`src/hdl/clcd_pkg.sv`:
```
// ---------------------------------------------------------------------------
// clcd_pkg: shared types, constants and position tables
// Holds the register set, request and result bundles and the flat list of
// timed positions that every LCD sequence walks through.
// ---------------------------------------------------------------------------
package clcd_pkg;

  localparam int NUM_REGS  = 8;
  localparam int REG_W     = 16;
  localparam int REG_IDX_W = 3;

  // register indexes double as the length selectors of a position
  typedef enum logic [3:0] {
    SEL_ENABLE_LOW  = 4'd0,
    SEL_ENABLE_HIGH = 4'd1,
    SEL_SETTLE      = 4'd2,
    SEL_BYTE_GAP    = 4'd3,
    SEL_CLEAR_EXTRA = 4'd4,
    SEL_POWERUP     = 4'd5,
    SEL_INIT_LONG   = 4'd6,
    SEL_INIT_SHORT  = 4'd7,
    SEL_END         = 4'd8
  } sel_t;

  typedef enum logic [2:0] {
    OP_INIT   = 3'd0,
    OP_CMD    = 3'd1,
    OP_DATA   = 3'd2,
    OP_CURSOR = 3'd3,
    OP_CLEAR  = 3'd4
  } op_t;

  typedef enum logic [1:0] {
    NIB_HOLD  = 2'd0,
    NIB_CONST = 2'd1,
    NIB_HI    = 2'd2,
    NIB_LO    = 2'd3
  } nib_src_t;

  localparam logic [NUM_REGS-1:0][REG_W-1:0] REG_RESET = {
    16'd1000, 16'd5000, 16'd50000, 16'd5000, 16'd2000, 16'd300, 16'd10, 16'd10
  };

  localparam logic [7:0] CMD_FUNCTION_SET = 8'h28;
  localparam logic [7:0] CMD_DISPLAY_ON   = 8'h0C;
  localparam logic [7:0] CMD_ENTRY_MODE   = 8'h06;
  localparam logic [7:0] CMD_CLEAR        = 8'h01;
  localparam logic [3:0] NIB_WAKE         = 4'h3;
  localparam logic [3:0] NIB_FOUR_BIT     = 4'h2;

  // flat position list: init walk, then the single byte walk
  localparam int NUM_POS    = 55;
  localparam int POS_W      = 6;
  localparam int P_POWERUP  = 0;
  localparam int P_N2       = 1;
  localparam int P_S3       = 4;
  localparam int P_N4       = 5;
  localparam int P_S5       = 8;
  localparam int P_N6       = 9;
  localparam int P_S7       = 12;
  localparam int P_N8       = 13;
  localparam int P_B9       = 16;
  localparam int P_B10      = 23;
  localparam int P_B11      = 30;
  localparam int P_B12      = 37;
  localparam int P_GAP13    = 44;
  localparam int P_INIT_END = 45;
  localparam int P_BYTE     = 46;
  localparam int P_CLEAR    = 53;
  localparam int P_BYTE_END = 54;

  typedef struct packed {
    sel_t       sel;
    nib_src_t   nib_src;
    logic [3:0] nib_val;
    logic       rs_clear;
  } pos_info_t;

  typedef struct packed {
    logic       request_valid;
    logic [2:0] operation;
    logic [7:0] byte_value;
    logic       row;
    logic [5:0] col;
  } req_t;

  typedef struct packed {
    logic       rs_pin;
    logic       enable_pin;
    logic [3:0] data_nibble;
    logic       busy_res;
    logic       request_dropped;
  } res_t;

  typedef struct packed {
    logic [NUM_REGS-1:0][REG_W-1:0] len;
    logic [NUM_REGS-1:0]            zero;
  } cfg_t;

  function automatic pos_info_t pos_info(input logic [POS_W-1:0] pos);
    pos_info_t info;
    info.sel      = SEL_END;
    info.nib_src  = NIB_LO;
    info.nib_val  = 4'h0;
    info.rs_clear = 1'b0;
    case (pos) inside
      P_POWERUP: info.sel = SEL_POWERUP;
      P_N2, P_N4, P_N6, P_N8, P_B9, P_B9+3, P_B10, P_B10+3,
      P_B11, P_B11+3, P_B12, P_B12+3, P_BYTE, P_BYTE+3:
        info.sel = SEL_ENABLE_LOW;
      P_N2+1, P_N4+1, P_N6+1, P_N8+1, P_B9+1, P_B9+4, P_B10+1, P_B10+4,
      P_B11+1, P_B11+4, P_B12+1, P_B12+4, P_BYTE+1, P_BYTE+4:
        info.sel = SEL_ENABLE_HIGH;
      P_N2+2, P_N4+2, P_N6+2, P_N8+2, P_B9+2, P_B9+5, P_B10+2, P_B10+5,
      P_B11+2, P_B11+5, P_B12+2, P_B12+5, P_BYTE+2, P_BYTE+5:
        info.sel = SEL_SETTLE;
      P_S3: info.sel = SEL_INIT_LONG;
      P_S5, P_S7: info.sel = SEL_INIT_SHORT;
      P_B9+6, P_B10+6, P_B11+6, P_B12+6, P_GAP13, P_BYTE+6:
        info.sel = SEL_BYTE_GAP;
      P_CLEAR: info.sel = SEL_CLEAR_EXTRA;
      default: info.sel = SEL_END;
    endcase
    case (pos) inside
      P_POWERUP: info.nib_src = NIB_HOLD;
      [P_N2:P_S7]: begin
        info.nib_src = NIB_CONST;
        info.nib_val = NIB_WAKE;
      end
      [P_N8:P_N8+2]: begin
        info.nib_src = NIB_CONST;
        info.nib_val = NIB_FOUR_BIT;
      end
      [P_B9:P_B9+2]: begin
        info.nib_src = NIB_CONST;
        info.nib_val = CMD_FUNCTION_SET[7:4];
      end
      [P_B9+3:P_B9+6]: begin
        info.nib_src = NIB_CONST;
        info.nib_val = CMD_FUNCTION_SET[3:0];
      end
      [P_B10:P_B10+2]: begin
        info.nib_src = NIB_CONST;
        info.nib_val = CMD_DISPLAY_ON[7:4];
      end
      [P_B10+3:P_B10+6]: begin
        info.nib_src = NIB_CONST;
        info.nib_val = CMD_DISPLAY_ON[3:0];
      end
      [P_B11:P_B11+2]: begin
        info.nib_src = NIB_CONST;
        info.nib_val = CMD_ENTRY_MODE[7:4];
      end
      [P_B11+3:P_B11+6]: begin
        info.nib_src = NIB_CONST;
        info.nib_val = CMD_ENTRY_MODE[3:0];
      end
      [P_B12:P_B12+2]: begin
        info.nib_src = NIB_CONST;
        info.nib_val = CMD_CLEAR[7:4];
      end
      [P_B12+3:P_INIT_END]: begin
        info.nib_src = NIB_CONST;
        info.nib_val = CMD_CLEAR[3:0];
      end
      [P_BYTE:P_BYTE+2]: info.nib_src = NIB_HI;
      default: info.nib_src = NIB_LO;
    endcase
    info.rs_clear = (pos inside {[P_N2:P_INIT_END]});
    return info;
  endfunction

  function automatic logic [3:0] nib_level(input pos_info_t info, input logic [7:0] cur_byte,
                                           input logic [3:0] held);
    logic [3:0] nib;
    case (info.nib_src)
      NIB_HOLD:  nib = held;
      NIB_CONST: nib = info.nib_val;
      NIB_HI:    nib = cur_byte[7:4];
      NIB_LO:    nib = cur_byte[3:0];
      default:   nib = held;
    endcase
    return nib;
  endfunction

endpackage

```
`src/hdl/clcd_cfg_regs.sv`:
```
// ---------------------------------------------------------------------------
// clcd_cfg_regs: timing register file
// Eight 16-bit tick lengths with a zero flag kept beside each one, so the
// sequencer can skip empty phases without a compare on the full value.
// ---------------------------------------------------------------------------
module clcd_cfg_regs (
  input  logic                           clk,
  input  logic                           rst,
  input  logic                           cfg_we,
  input  logic [clcd_pkg::REG_IDX_W-1:0] cfg_index,
  input  logic [clcd_pkg::REG_W-1:0]     cfg_data,
  output clcd_pkg::cfg_t                 cfg
);
  import clcd_pkg::*;

  logic [NUM_REGS-1:0][REG_W-1:0] len;
  logic [NUM_REGS-1:0]            zero;

  always_ff @(posedge clk) begin
    if (rst) begin
      len  <= REG_RESET;
      zero <= '0;
    end else if (cfg_we) begin
      len[cfg_index]  <= cfg_data;
      zero[cfg_index] <= (cfg_data == '0);
    end
  end

  assign cfg.len  = len;
  assign cfg.zero = zero;

endmodule

```
`src/hdl/clcd_phase_find.sv`:
```
// ---------------------------------------------------------------------------
// clcd_phase_find: next non-empty position
// Priority search for the first position at or after a start point whose
// phase takes at least one tick; end positions always qualify.
// ---------------------------------------------------------------------------
module clcd_phase_find (
  input  logic [clcd_pkg::POS_W-1:0]   from,
  input  logic [clcd_pkg::NUM_POS-1:0] mask,
  output logic [clcd_pkg::POS_W-1:0]   first
);
  import clcd_pkg::*;

  always_comb begin
    first = POS_W'(NUM_POS - 1);
    for (int i = NUM_POS - 1; i >= 0; i--) begin
      if ((POS_W'(i) >= from) && mask[i]) begin
        first = POS_W'(i);
      end
    end
  end

endmodule

```
`src/hdl/clcd_seq_core.sv`:
```
// ---------------------------------------------------------------------------
// clcd_seq_core: LCD sequencer
// One tick per transfer: starts a sequence on an idle tick, drives the pin
// levels, counts the tick into the current phase and steps past empty ones.
// ---------------------------------------------------------------------------
module clcd_seq_core (
  input  logic           clk,
  input  logic           rst,
  input  logic           take,
  input  clcd_pkg::req_t req,
  input  clcd_pkg::cfg_t cfg,
  output clcd_pkg::res_t res
);
  import clcd_pkg::*;

  logic             busy;
  logic [POS_W-1:0] pos;
  logic [REG_W-1:0] counter;
  logic [7:0]       current_byte;
  logic             clear_flag;
  logic             rs_level;
  logic             enable_level;
  logic [3:0]       nibble_level;

  logic             busy_next;
  logic [POS_W-1:0] pos_next;
  logic [REG_W-1:0] counter_next;
  logic             rs_level_next;
  logic             enable_level_next;
  logic [3:0]       nibble_level_next;

  logic               start;
  logic [6:0]         cursor_addr;
  logic [7:0]         byte_start;
  logic [7:0]         byte_cur;
  logic               clear_cur;
  logic               rs_base;
  logic [POS_W-1:0]   from_start;
  logic [NUM_POS-1:0] mask;
  logic [POS_W-1:0]   found_start;
  logic [POS_W-1:0]   found_after;
  logic [POS_W-1:0]   land;
  pos_info_t          info_land;
  pos_info_t          info_after;
  pos_info_t          info_mask;
  logic               busy_cur;
  logic               rs_cur;
  logic               enable_cur;
  logic [3:0]         nibble_cur;
  logic [REG_W-1:0]   count_base;
  logic [REG_W:0]     count_inc;
  logic [REG_W-1:0]   phase_len;
  logic               phase_done;

  assign start = !busy && req.request_valid && (req.operation <= OP_CLEAR);
  assign cursor_addr = {req.row, 6'b0} + {1'b0, req.col};

  always_comb begin
    case (op_t'(req.operation))
      OP_CMD, OP_DATA: byte_start = req.byte_value;
      OP_CURSOR:       byte_start = {1'b1, cursor_addr};
      OP_CLEAR:        byte_start = CMD_CLEAR;
      default:         byte_start = current_byte;
    endcase
  end

  assign byte_cur   = start ? byte_start : current_byte;
  assign clear_cur  = start ? (req.operation == OP_CLEAR) : clear_flag;
  // init leaves rs where it was until the first nibble
  assign rs_base    = (start && (req.operation != OP_INIT)) ? (req.operation == OP_DATA)
                                                            : rs_level;
  assign from_start = (req.operation == OP_INIT) ? POS_W'(P_POWERUP) : POS_W'(P_BYTE);

  // a position qualifies when its phase lasts at least one tick
  always_comb begin
    for (int i = 0; i < NUM_POS; i++) begin
      info_mask = pos_info(POS_W'(i));
      if (info_mask.sel == SEL_END) begin
        mask[i] = 1'b1;
      end else if (info_mask.sel == SEL_CLEAR_EXTRA) begin
        mask[i] = clear_cur && !cfg.zero[info_mask.sel[REG_IDX_W-1:0]];
      end else begin
        mask[i] = !cfg.zero[info_mask.sel[REG_IDX_W-1:0]];
      end
    end
  end

  clcd_phase_find u_find_start (
    .from  (from_start),
    .mask  (mask),
    .first (found_start)
  );

  assign land      = start ? found_start : pos;
  assign info_land = pos_info(land);
  assign busy_cur  = start ? (info_land.sel != SEL_END) : busy;

  assign rs_cur     = start ? (!info_land.rs_clear && rs_base) : rs_level;
  assign enable_cur = start ? (info_land.sel == SEL_ENABLE_HIGH) : enable_level;
  assign nibble_cur = start ? nib_level(info_land, byte_cur, nibble_level) : nibble_level;

  // tick counts toward the phase shown on it
  assign count_base = start ? '0 : counter;
  assign count_inc  = {1'b0, count_base} + (REG_W+1)'(1);
  assign phase_len  = cfg.len[info_land.sel[REG_IDX_W-1:0]];
  assign phase_done = (count_inc >= {1'b0, phase_len});

  clcd_phase_find u_find_after (
    .from  (land + POS_W'(1)),
    .mask  (mask),
    .first (found_after)
  );

  assign info_after = pos_info(found_after);

  always_comb begin
    pos_next          = pos;
    busy_next         = busy;
    counter_next      = counter;
    rs_level_next     = rs_level;
    enable_level_next = enable_level;
    nibble_level_next = nibble_level;
    if (take) begin
      pos_next          = land;
      busy_next         = busy_cur;
      counter_next      = '0;
      rs_level_next     = rs_cur;
      enable_level_next = enable_cur;
      nibble_level_next = nibble_cur;
      if (busy_cur) begin
        if (phase_done) begin
          pos_next          = found_after;
          busy_next         = (info_after.sel != SEL_END);
          rs_level_next     = !info_after.rs_clear && rs_cur;
          enable_level_next = (info_after.sel == SEL_ENABLE_HIGH);
          nibble_level_next = nib_level(info_after, byte_cur, nibble_cur);
        end else begin
          counter_next = count_inc[REG_W-1:0];
        end
      end
    end
  end

  always_ff @(posedge clk) begin
    if (rst) begin
      busy         <= 1'b0;
      pos          <= POS_W'(P_BYTE_END);
      counter      <= '0;
      current_byte <= '0;
      clear_flag   <= 1'b0;
      rs_level     <= 1'b0;
      enable_level <= 1'b0;
      nibble_level <= '0;
    end else begin
      busy         <= busy_next;
      pos          <= pos_next;
      counter      <= counter_next;
      rs_level     <= rs_level_next;
      enable_level <= enable_level_next;
      nibble_level <= nibble_level_next;
      if (take && start) begin
        current_byte <= byte_cur;
        clear_flag   <= clear_cur;
      end
    end
  end

  assign res.rs_pin          = rs_cur;
  assign res.enable_pin      = enable_cur;
  assign res.data_nibble     = nibble_cur;
  assign res.busy_res        = busy_cur;
  assign res.request_dropped = busy && req.request_valid;

  // busy exactly when parked on a timed position
  a_busy_pos : assert property (@(posedge clk) disable iff (rst)
    busy == (pos_info(pos).sel != SEL_END))
    else $error("busy flag disagrees with sequence position");

  a_enable_busy : assert property (@(posedge clk) disable iff (rst)
    enable_level |-> busy)
    else $error("enable left high outside a sequence");

  a_hold_idle : assert property (@(posedge clk) disable iff (rst)
    !take |=> $stable(pos) && $stable(counter) && $stable(busy))
    else $error("sequencer moved without a tick");

endmodule

```
`src/hdl/char_lcd_4bit_interface.sv`:
```
// ---------------------------------------------------------------------------
// char_lcd_4bit_interface: 4-bit character LCD driver
// Every transfer on the item channel is one microsecond tick, optionally
// carrying a request (init, command, data, set cursor, clear). Every tick
// yields one result transfer with the RS, EN and D7..D4 levels for that
// tick, a busy flag and a dropped flag for a request made while busy.
// An item goes through the input register, then through the sequencer into
// the result register. Throughput is one tick per cycle while results are
// taken; the sequencer state updates once per tick, so items keep flowing
// while a sequence runs.
// When the result consumer stalls, the result register holds and the input
// register fills, then item_ready drops until the result is taken.
// Reset restores the default tick lengths, leaves the sequencer idle with
// its pin levels low (result register not reset). Timing registers may be
// written at any cycle; they must only be changed while no sequence is running.
// ---------------------------------------------------------------------------
module char_lcd_4bit_interface (
  input  logic                           clk,
  input  logic                           rst,
  input  logic                           item_valid,
  output logic                           item_ready,
  input  logic                           request_valid,
  input  logic [2:0]                     operation,
  input  logic [7:0]                     byte_value,
  input  logic                           row,
  input  logic [5:0]                     col,
  output logic                           res_valid,
  input  logic                           res_ready,
  output logic                           rs_pin,
  output logic                           enable_pin,
  output logic [3:0]                     data_nibble,
  output logic                           busy_res,
  output logic                           request_dropped,
  input  logic                           cfg_we,
  input  logic [clcd_pkg::REG_IDX_W-1:0] cfg_index,
  input  logic [clcd_pkg::REG_W-1:0]     cfg_data
);
  import clcd_pkg::*;

  cfg_t cfg;
  logic s1_valid;
  req_t s1_req;
  res_t res_comb;
  res_t res_q;
  logic advance;
  logic take;

  assign advance    = !res_valid || res_ready;
  assign take       = s1_valid && advance;
  assign item_ready = !s1_valid || advance;

  clcd_cfg_regs u_cfg (
    .clk       (clk),
    .rst       (rst),
    .cfg_we    (cfg_we),
    .cfg_index (cfg_index),
    .cfg_data  (cfg_data),
    .cfg       (cfg)
  );

  always_ff @(posedge clk) begin
    if (rst) begin
      s1_valid <= 1'b0;
    end else if (item_ready) begin
      s1_valid <= item_valid;
    end
  end

  always_ff @(posedge clk) begin
    if (item_valid && item_ready) begin
      s1_req.request_valid <= request_valid;
      s1_req.operation     <= operation;
      s1_req.byte_value    <= byte_value;
      s1_req.row           <= row;
      s1_req.col           <= col;
    end
  end

  clcd_seq_core u_core (
    .clk  (clk),
    .rst  (rst),
    .take (take),
    .req  (s1_req),
    .cfg  (cfg),
    .res  (res_comb)
  );

  always_ff @(posedge clk) begin
    if (rst) begin
      res_valid <= 1'b0;
    end else if (advance) begin
      res_valid <= s1_valid;
    end
  end

  always_ff @(posedge clk) begin
    if (take) begin
      res_q <= res_comb;
    end
  end

  assign rs_pin          = res_q.rs_pin;
  assign enable_pin      = res_q.enable_pin;
  assign data_nibble     = res_q.data_nibble;
  assign busy_res        = res_q.busy_res;
  assign request_dropped = res_q.request_dropped;

endmodule
```
`config.mk`:
```
export PLATFORM = sky130hd
export DESIGN_NAME = char_lcd_4bit_interface
export DESIGN_NICKNAME = d
export VERILOG_FILES = /design/src/hdl/clcd_pkg.sv /design/src/hdl/clcd_cfg_regs.sv /design/src/hdl/clcd_phase_find.sv /design/src/hdl/clcd_seq_core.sv /design/src/hdl/char_lcd_4bit_interface.sv
export SDC_FILE = /design/constraint.sdc
export NUM_CORES = 1
export LEC_CHECK = 0
export ABC_AREA = 1
export BUFFER_PORTS_ARGS = -buffer_cell sky130_fd_sc_hd__buf_2
export CAP_MARGIN = 10
export CORE_AREA = 3 3 191 193
export DETAILED_ROUTE_END_ITERATION = 8
export DIE_AREA = 0 0 194 196
export RECOVER_POWER = 50
export SYNTH_ARGS = -nofsm -noshare
export SYNTH_HDL_FRONTEND = slang
export SYNTH_HIERARCHICAL = 1
export SYNTH_SLANG_ARGS = --single-unit
```
`constraint.sdc`:
```
create_clock -name clk -period 18.9 [get_ports clk]
set_input_delay 2.835 -clock clk [delete_from_list [all_inputs] [get_ports clk]]
set_output_delay 2.835 -clock clk [all_outputs]
set_load 0.01 [all_outputs]
```
== After elaboration in Yosys (flattened, before gate mapping) ==
Cells that the tools add are included.

* Flip-flop bits (word level): 203
* Word-level logic and storage cells: 684

* Add/subtract/negate cells: 3
* Order comparisons: 157
* Equality and inequality tests: 118
* Muxes and demuxes: 203
* Reduce and logical (&&, ||, !) cells: 174

{| class="wikitable"
|+ Operator list
! cell !! count
|-
| $mux 6 || 110
|-
| $ge 6x6->1 const A || 44
|-
| $eq 6x6->1 const B || 42
|-
| $eq 6x5->1 const B || 32
|-
| $ge 5x6->1 const A || 32
|-
| $mux 4 || 36
|-
| $logic_and 1x1->1 || 141
|-
| $bwmux 128 || 1
|-
| $eq 6x4->1 const B || 16
|-
| $ge 4x6->1 const A || 16
|-
| $reduce_or 14->1 || 6
|-
| $mux 16 || 5
|-
| $ge 6x5->1 const B || 10
|-
| $le 6x6->1 const B || 10
|-
| $bmux 16 s3 || 1
|-
| $demux 16 s3 || 1
|-
| $eq 6x3->1 const B || 8
|-
| $ge 3x6->1 const A || 8
|-
| $ge 6x6->1 const B || 8
|-
| $le 6x5->1 const B || 8
|-
| $mux 2 || 24
|-
| $pmux 4 s4 || 2
|-
| $eq 6x2->1 const B || 4
|-
| $ge 1x6->1 const A || 4
|-
| 34 further kinds || 86
|}

== Longest topological paths before layout ==
* Depth after elaboration: 136
* Mapped depth: 128
* Depth with buffers taken out: 127

== Cells and area by module ==
Netlist, hierarchy kept.

{| class="wikitable"
|+ By module, submodules not included
! module !! instances !! cells each !! area each (µm²) !! seq. area each (µm²)
|-
| clcd_seq_core || 1 || 962 || 5322.6 || 760.7
|-
| clcd_cfg_regs || 1 || 623 || 5077.4 || 2722.6
|-
| clcd_phase_find || 2 || 283 || 1310.0 || 0.0
|-
| char_lcd_4bit_interface || 1 || 39 || 902.1 || 850.8
|}

== Least setup slack after synthesis ==
OpenSTA, ideal clock, no wires.

* Path kind: flip-flop to flip-flop
* Start: reg s1_req[18] (netlist bit)
* End: reg u_core.busy
* Data arrival time: 8.009 ns
* Required time: 18.780 ns
* Setup slack: 10.770 ns
* Stages on the path, launching flop included: 123
* Cells stage by stage: edfxtp_1 inv_2 nor2_4 buf_4 a21oi_1 nor3b_1 a21boi_2 nand2_1 nand2_1 nand2_1 nand2_1 nand2_1 nand2_1 nand2_1 nand2_1 nand2_1 nand2_1 nand2_1 [87 not listed] nand2_1 nand2_1 nand2_1 nand2_1 nand2_1 nand2_1 nand2_1 nand2_1 a21oi_2 nor2_1 nand2_1 nor2_1 nor3_1 o21ai_0 nor3_1 o2111ai_1 nor3_1 nor3_1

* Longest elaborated chain between the ends: 129
* Elaborated cells on any way between the ends: 364
* Classes of those cells: 2 x add/sub; 55 x order compare; 106 x eq/ne; 132 x mux; 69 x reduce/logical

{| class="wikitable"
|+ Ends and longest elaborated chain
! what !! RTL line !! text
|-
| start, declared || char_lcd_4bit_interface.sv:42 || <nowiki>req_t s1_req;</nowiki>
|-
| $logic_and 1x1->1 (*) (2 in series) || clcd_seq_core.sv:55 || <nowiki>assign start = !busy && req.request_valid && (req.operation <= OP_CLEAR);</nowiki>
|-
| $mux 1 (*) || clcd_seq_core.sv:68 || <nowiki>assign clear_cur = start ? (req.operation == OP_CLEAR) : clear_flag;</nowiki>
|-
| $logic_and 1x1->1 (*) || clcd_seq_core.sv:81 || <nowiki>mask[i] = clear_cur && !cfg.zero[info_mask.sel[REG_IDX_W-1:0]];</nowiki>
|-
| named net u_core.mask[53] || clcd_seq_core.sv:39 || <nowiki>logic [NUM_POS-1:0] mask;</nowiki>
|-
| $logic_and 1x1->1 (*) || clcd_phase_find.sv:16 || <nowiki>if ((POS_W'(i) >= from) && mask[i]) begin</nowiki>
|-
| $mux 2 (*) || clcd_phase_find.sv:16 ||
|-
| $mux 6 (*) (53 in series) || clcd_phase_find.sv:16 ||
|-
| named net u_core.found_start[0] || clcd_seq_core.sv:40 || <nowiki>logic [POS_W-1:0] found_start;</nowiki>
|-
| [58 not listed] || -- ||
|-
| named net u_core.found_after[0] || clcd_seq_core.sv:41 || <nowiki>logic [POS_W-1:0] found_after;</nowiki>
|-
| $eq 6x6->1 or $eq 6x5->1 (tied branches) || clcd_seq_core.sv:114 || <nowiki>assign info_after = pos_info(found_after);</nowiki>
|-
| $reduce_or 6->1 or $mux 4 (tied branches) || clcd_pkg.sv:106 || <nowiki>case (pos) inside</nowiki>
|-
| $mux 4 (6 in series) || clcd_pkg.sv:106 ||
|-
| $mux 4 (*) || clcd_pkg.sv:106 ||
|-
| $ne 4x4->1 (*) || clcd_seq_core.sv:133 || <nowiki>busy_next = (info_after.sel != SEL_END);</nowiki>
|-
| $mux 1 (*) || clcd_seq_core.sv:131 || <nowiki>if (phase_done) begin</nowiki>
|-
| $mux 1 (*) || clcd_seq_core.sv:130 || <nowiki>if (busy_cur) begin</nowiki>
|-
| end signal, assigned || clcd_seq_core.sv:155 || <nowiki>busy <= busy_next;</nowiki>
|-
| end, declared || clcd_seq_core.sv:16 || <nowiki>logic busy;</nowiki>
|}

The timed path passes the listed nets; every way through them passes the cells marked *. The select of a mux whose other input is x is not followed.
A chain may end at the register's enable or synchronous reset.

== Worst setup path in the final report ==
Same ends and word-level chain as after synthesis.

==> results.md <==
* Status: finished with violations
* Failing checks: capacitance limit, slew limit
* RSZ-0062 raised after global routing: false
* Hold path cells at 2
* Cts repair resizes at 0
* DP Area at 0.0142 sq mm
* Ys flop type: dfxtp_1
* Clock Pin Slew Worst Setup and Hold Paths at 60 ps
* Initial antenna violation count at 1
* Via density at 5.37
* Max Slew Vio Count at roughly 160
* Seq/Total Area, Yosys at 0.311
* DR vias at 14200
* Routed len/inst at 16.4 um
* Met3 WL at 2450 um
* Die width at between 150 and 200 um
* Tmin final at 10460 ps
* I/O Buffers at 52
* CP required at 19290 ps
* Final Hold Slack at 450 ps
* CTS Buffer Depth at 3
* DRT antenna net count at 0
* Placer Congestion at 0.899
* WL met1 at a little under 20000 um
* DR WL met2 at 20300 um
* Worst setup EP type: flop
* Top area cells in the synthesized netlist: dfxtp_1, nand2_1, nor2_1, o21ai_0, edfxtp_1
* Peak supply drop at 0.0695 mV
* Root Driver: clkbuf_16
* Syn Std Cell Area at 0.0139 sq mm
* Layout area overhead at 7.33%
* P per Cell Area at 104 mW/mm^2
* CP Launch Type: flop
* Count leader, synth: nand2_1
* Clock Latency Late Sink at about 510 ps
* Top routing layer used: met5
* TritonCTS clock tree: done
* Worst setup skew after layout at 14.5 ps
* Yosys cell types at 65
* Num CTS Buffers at 23
* Reg2reg end: u_core/busy
* Top cell by count, worst path: nand2_1
* Total power at 1.55 mW
* H-Tree Level Count at 1
* Row count at 68
* Worst path max stage delay at 950 ps
* Fmax at 95.6 MHz
* Pleak at 7.02 nW
* Initial Utilization at 0.401
* Share of the synthesized area in the top cell type at 0.253
* Final HPWL DP at around 30000 um
* Post-synthesis async set-or-reset flop share at 0
* CP max FO at 14
* Worst rel slew slack at -1.58
* Detailed Route Iter0 Violations at approximately 1000
* Critical path data arrival time at 10850 ps
* GRT overflow at 0
* Die Height at 196 um
* First-pass GRT wire length at around 70000 um
* Design area at 0.0149 sq mm
* Max Cap Viol at 2
* Hold Startpoint: u_cfg/cfg[116]
* Residual DRC at 0
* Syn. warnings at 6
* Hold EP: u_cfg/cfg[116]
* I/O pin count at 53
* Global Route Usage Sum at 0.220
* Hold crit path type: flop to flop
* Final WL at 43500 um
* Clock sink total at 203
* Worst r2r src: s1_req[18]
* Fin crit share at 0.553
* Die Area at 0.0380 sq mm
* Pre-antenna DRT Iters at 5
* EDFF count, synth at 27
* Fraction of layout cells with a size suffix above 1 at 0.101
* Cell taking the most area after synthesis: dfxtp_1
* WS Path Type: flop to flop
* Worst-margin pin slew at 3860 ps
* Syn Inst Count at 2190
* ANT cells at 0
* Worst-path cell with the longest stage delay: o21ai_0
* Final core utilization at 0.430
* Syn_area_per_cell at 6.36 sq um
* Synth Register Bits at a little over 200
* Final setup fails at 0
* Post-CTS Setup Bufs at 0
* Synth cell count leaders: nand2_1, nor2_1, o21ai_0
* Setup TNS at 0 ps
* Core area at 0.0347 sq mm
* Reg2Reg Depth at between 100 and 150
* R2R setup slack at 8440 ps
* Largest net degree at the start of global routing at 101
* Hold_buf cts at 0
* Number of global-route vias before repair at 13300
* Final Hold Vio Count at 0
* Fin nets at 2245
-- power by group --
part           internal [mW]  switching (mW)
Sequential             0.458         0.00939
Combinational          0.185           0.468
Clock                  0.258           0.174
Total                  0.900           0.651
-- metrics by stage --
step,setup WS (ps),cells
finish,8440,2654
global route,7030,2654
CTS,8590,2654
detailed placement,8650,2615
global placement,8810,2615
floorplan,10770,2195
-- registers in the layout, indices dropped and copies added (netlist names) --
name	cells
s1_valid	1
u_core/current_byte	8
u_core/busy	1
u_cfg/zero	8
s1_req	19
u_core/clear_flag	1
u_core/enable_level	1
u_core/rs_level	1
request_dropped	1
enable_pin	1
u_core/pos	6
u_core/counter	16
rs_pin	1
res_valid	1
u_core/nibble_level	4
u_cfg/cfg	128
data_nibble	4
busy_res	1
-- area by class of cell --
class | instances | area (sq um)
fillers | 3696 | 19800
multi-input cells | 1693 | 8220
flip-flops and latches | 203 | 4330
inverters | 201 | 771
clock buffers | 37 | 719
well taps | 455 | 569
repair buffers | 63 | 323
clock inverters | 2 | 10.0
-- placed cells by master (no fill, tap or decap), types with 5 or more instances in the layout --
| cell | netlist | routed |
|---|---|---|
| nand2_1 | 566 | 566 |
| nor2_1 | 358 | 358 |
| o21ai_0 | 179 | 193 |
| dfxtp_1 | 176 | 176 |
| inv_1 | 168 | 168 |
| nand3_1 | 127 | 128 |
| a21oi_1 | 96 | 95 |
| o211ai_1 | 55 | 55 |
| buf_2 | 20 | 42 |
| nor2_2 | 37 | 37 |
| o21ai_1 | 46 | 33 |
| nand2_2 | 28 | 28 |
| edfxtp_1 | 27 | 27 |
| inv_2 | 26 | 26 |
| clkbuf_16 | 0 | 24 |
| nor3_1 | 19 | 19 |
| clkbuf_1 | 38 | 18 |
| ha_1 | 17 | 17 |
| nand4_1 | 16 | 16 |
| xor2_1 | 12 | 12 |
| a22oi_1 | 10 | 10 |
| a31oi_1 | 10 | 10 |
| nor2_4 | 9 | 9 |
| buf_4 | 10 | 9 |
| clkbuf_8 | 0 | 7 |
| nand2_4 | 7 | 7 |
| or2_2 | 7 | 7 |
| o22ai_1 | 7 | 7 |
| conb_1 | 2 | 7 |
| nand3b_1 | 6 | 6 |
| nor4_1 | 6 | 6 |
| o21a_1 | 6 | 6 |
| nor2_8 | 5 | 5 |
| a21boi_0 | 5 | 5 |
-- routing by layer --
layer,global-route usage,vias to the layer above
li1,-,7160
met1,0.291,6573
met2,0.378,422
met3,0.0251,88
met4,0.0710,2
met5,0,-
-- critical path: cells and delay by family, from the launching register on --
family / cells / cell delay, ps
AO/OA/AOI/OAI: 8 / 2280
AND/OR/NAND/NOR: 102 / 7540
buffers and inverters: 2 / 140
flip-flops: 1 / 400
-- kinds of logic after synthesis --
kind of cell             synth area share
AND/OR/NAND/NOR                     0.379
XOR/XNOR                          0.00944
buffers and inverters               0.100
flip-flops                          0.311
adder cells (fa/ha/maj)            0.0153
multiplexers                     0.000719
AO/OA/AOI/OAI                       0.184
other                            0.000539
-- how the worst max path moves through the flow --
stage / slack [ps] / startpoint / depth (start not counted) / end
6_report: 8440 / s1_req[18] / 112 / u_core/busy
3_3_place_gp: 8810 / s1_req[18] / 112 / u_core/busy
3_5_place_dp: 8650 / s1_req[18] / 112 / u_core/busy
4_1_cts: 8590 / s1_req[18] / 112 / u_core/busy
2_1_floorplan: 10770 / s1_req[18] / 122 / u_core/busy
5_1_grt: 7030 / s1_req[18] / 112 / u_core/busy
Power figures use the tool's default switching activity.
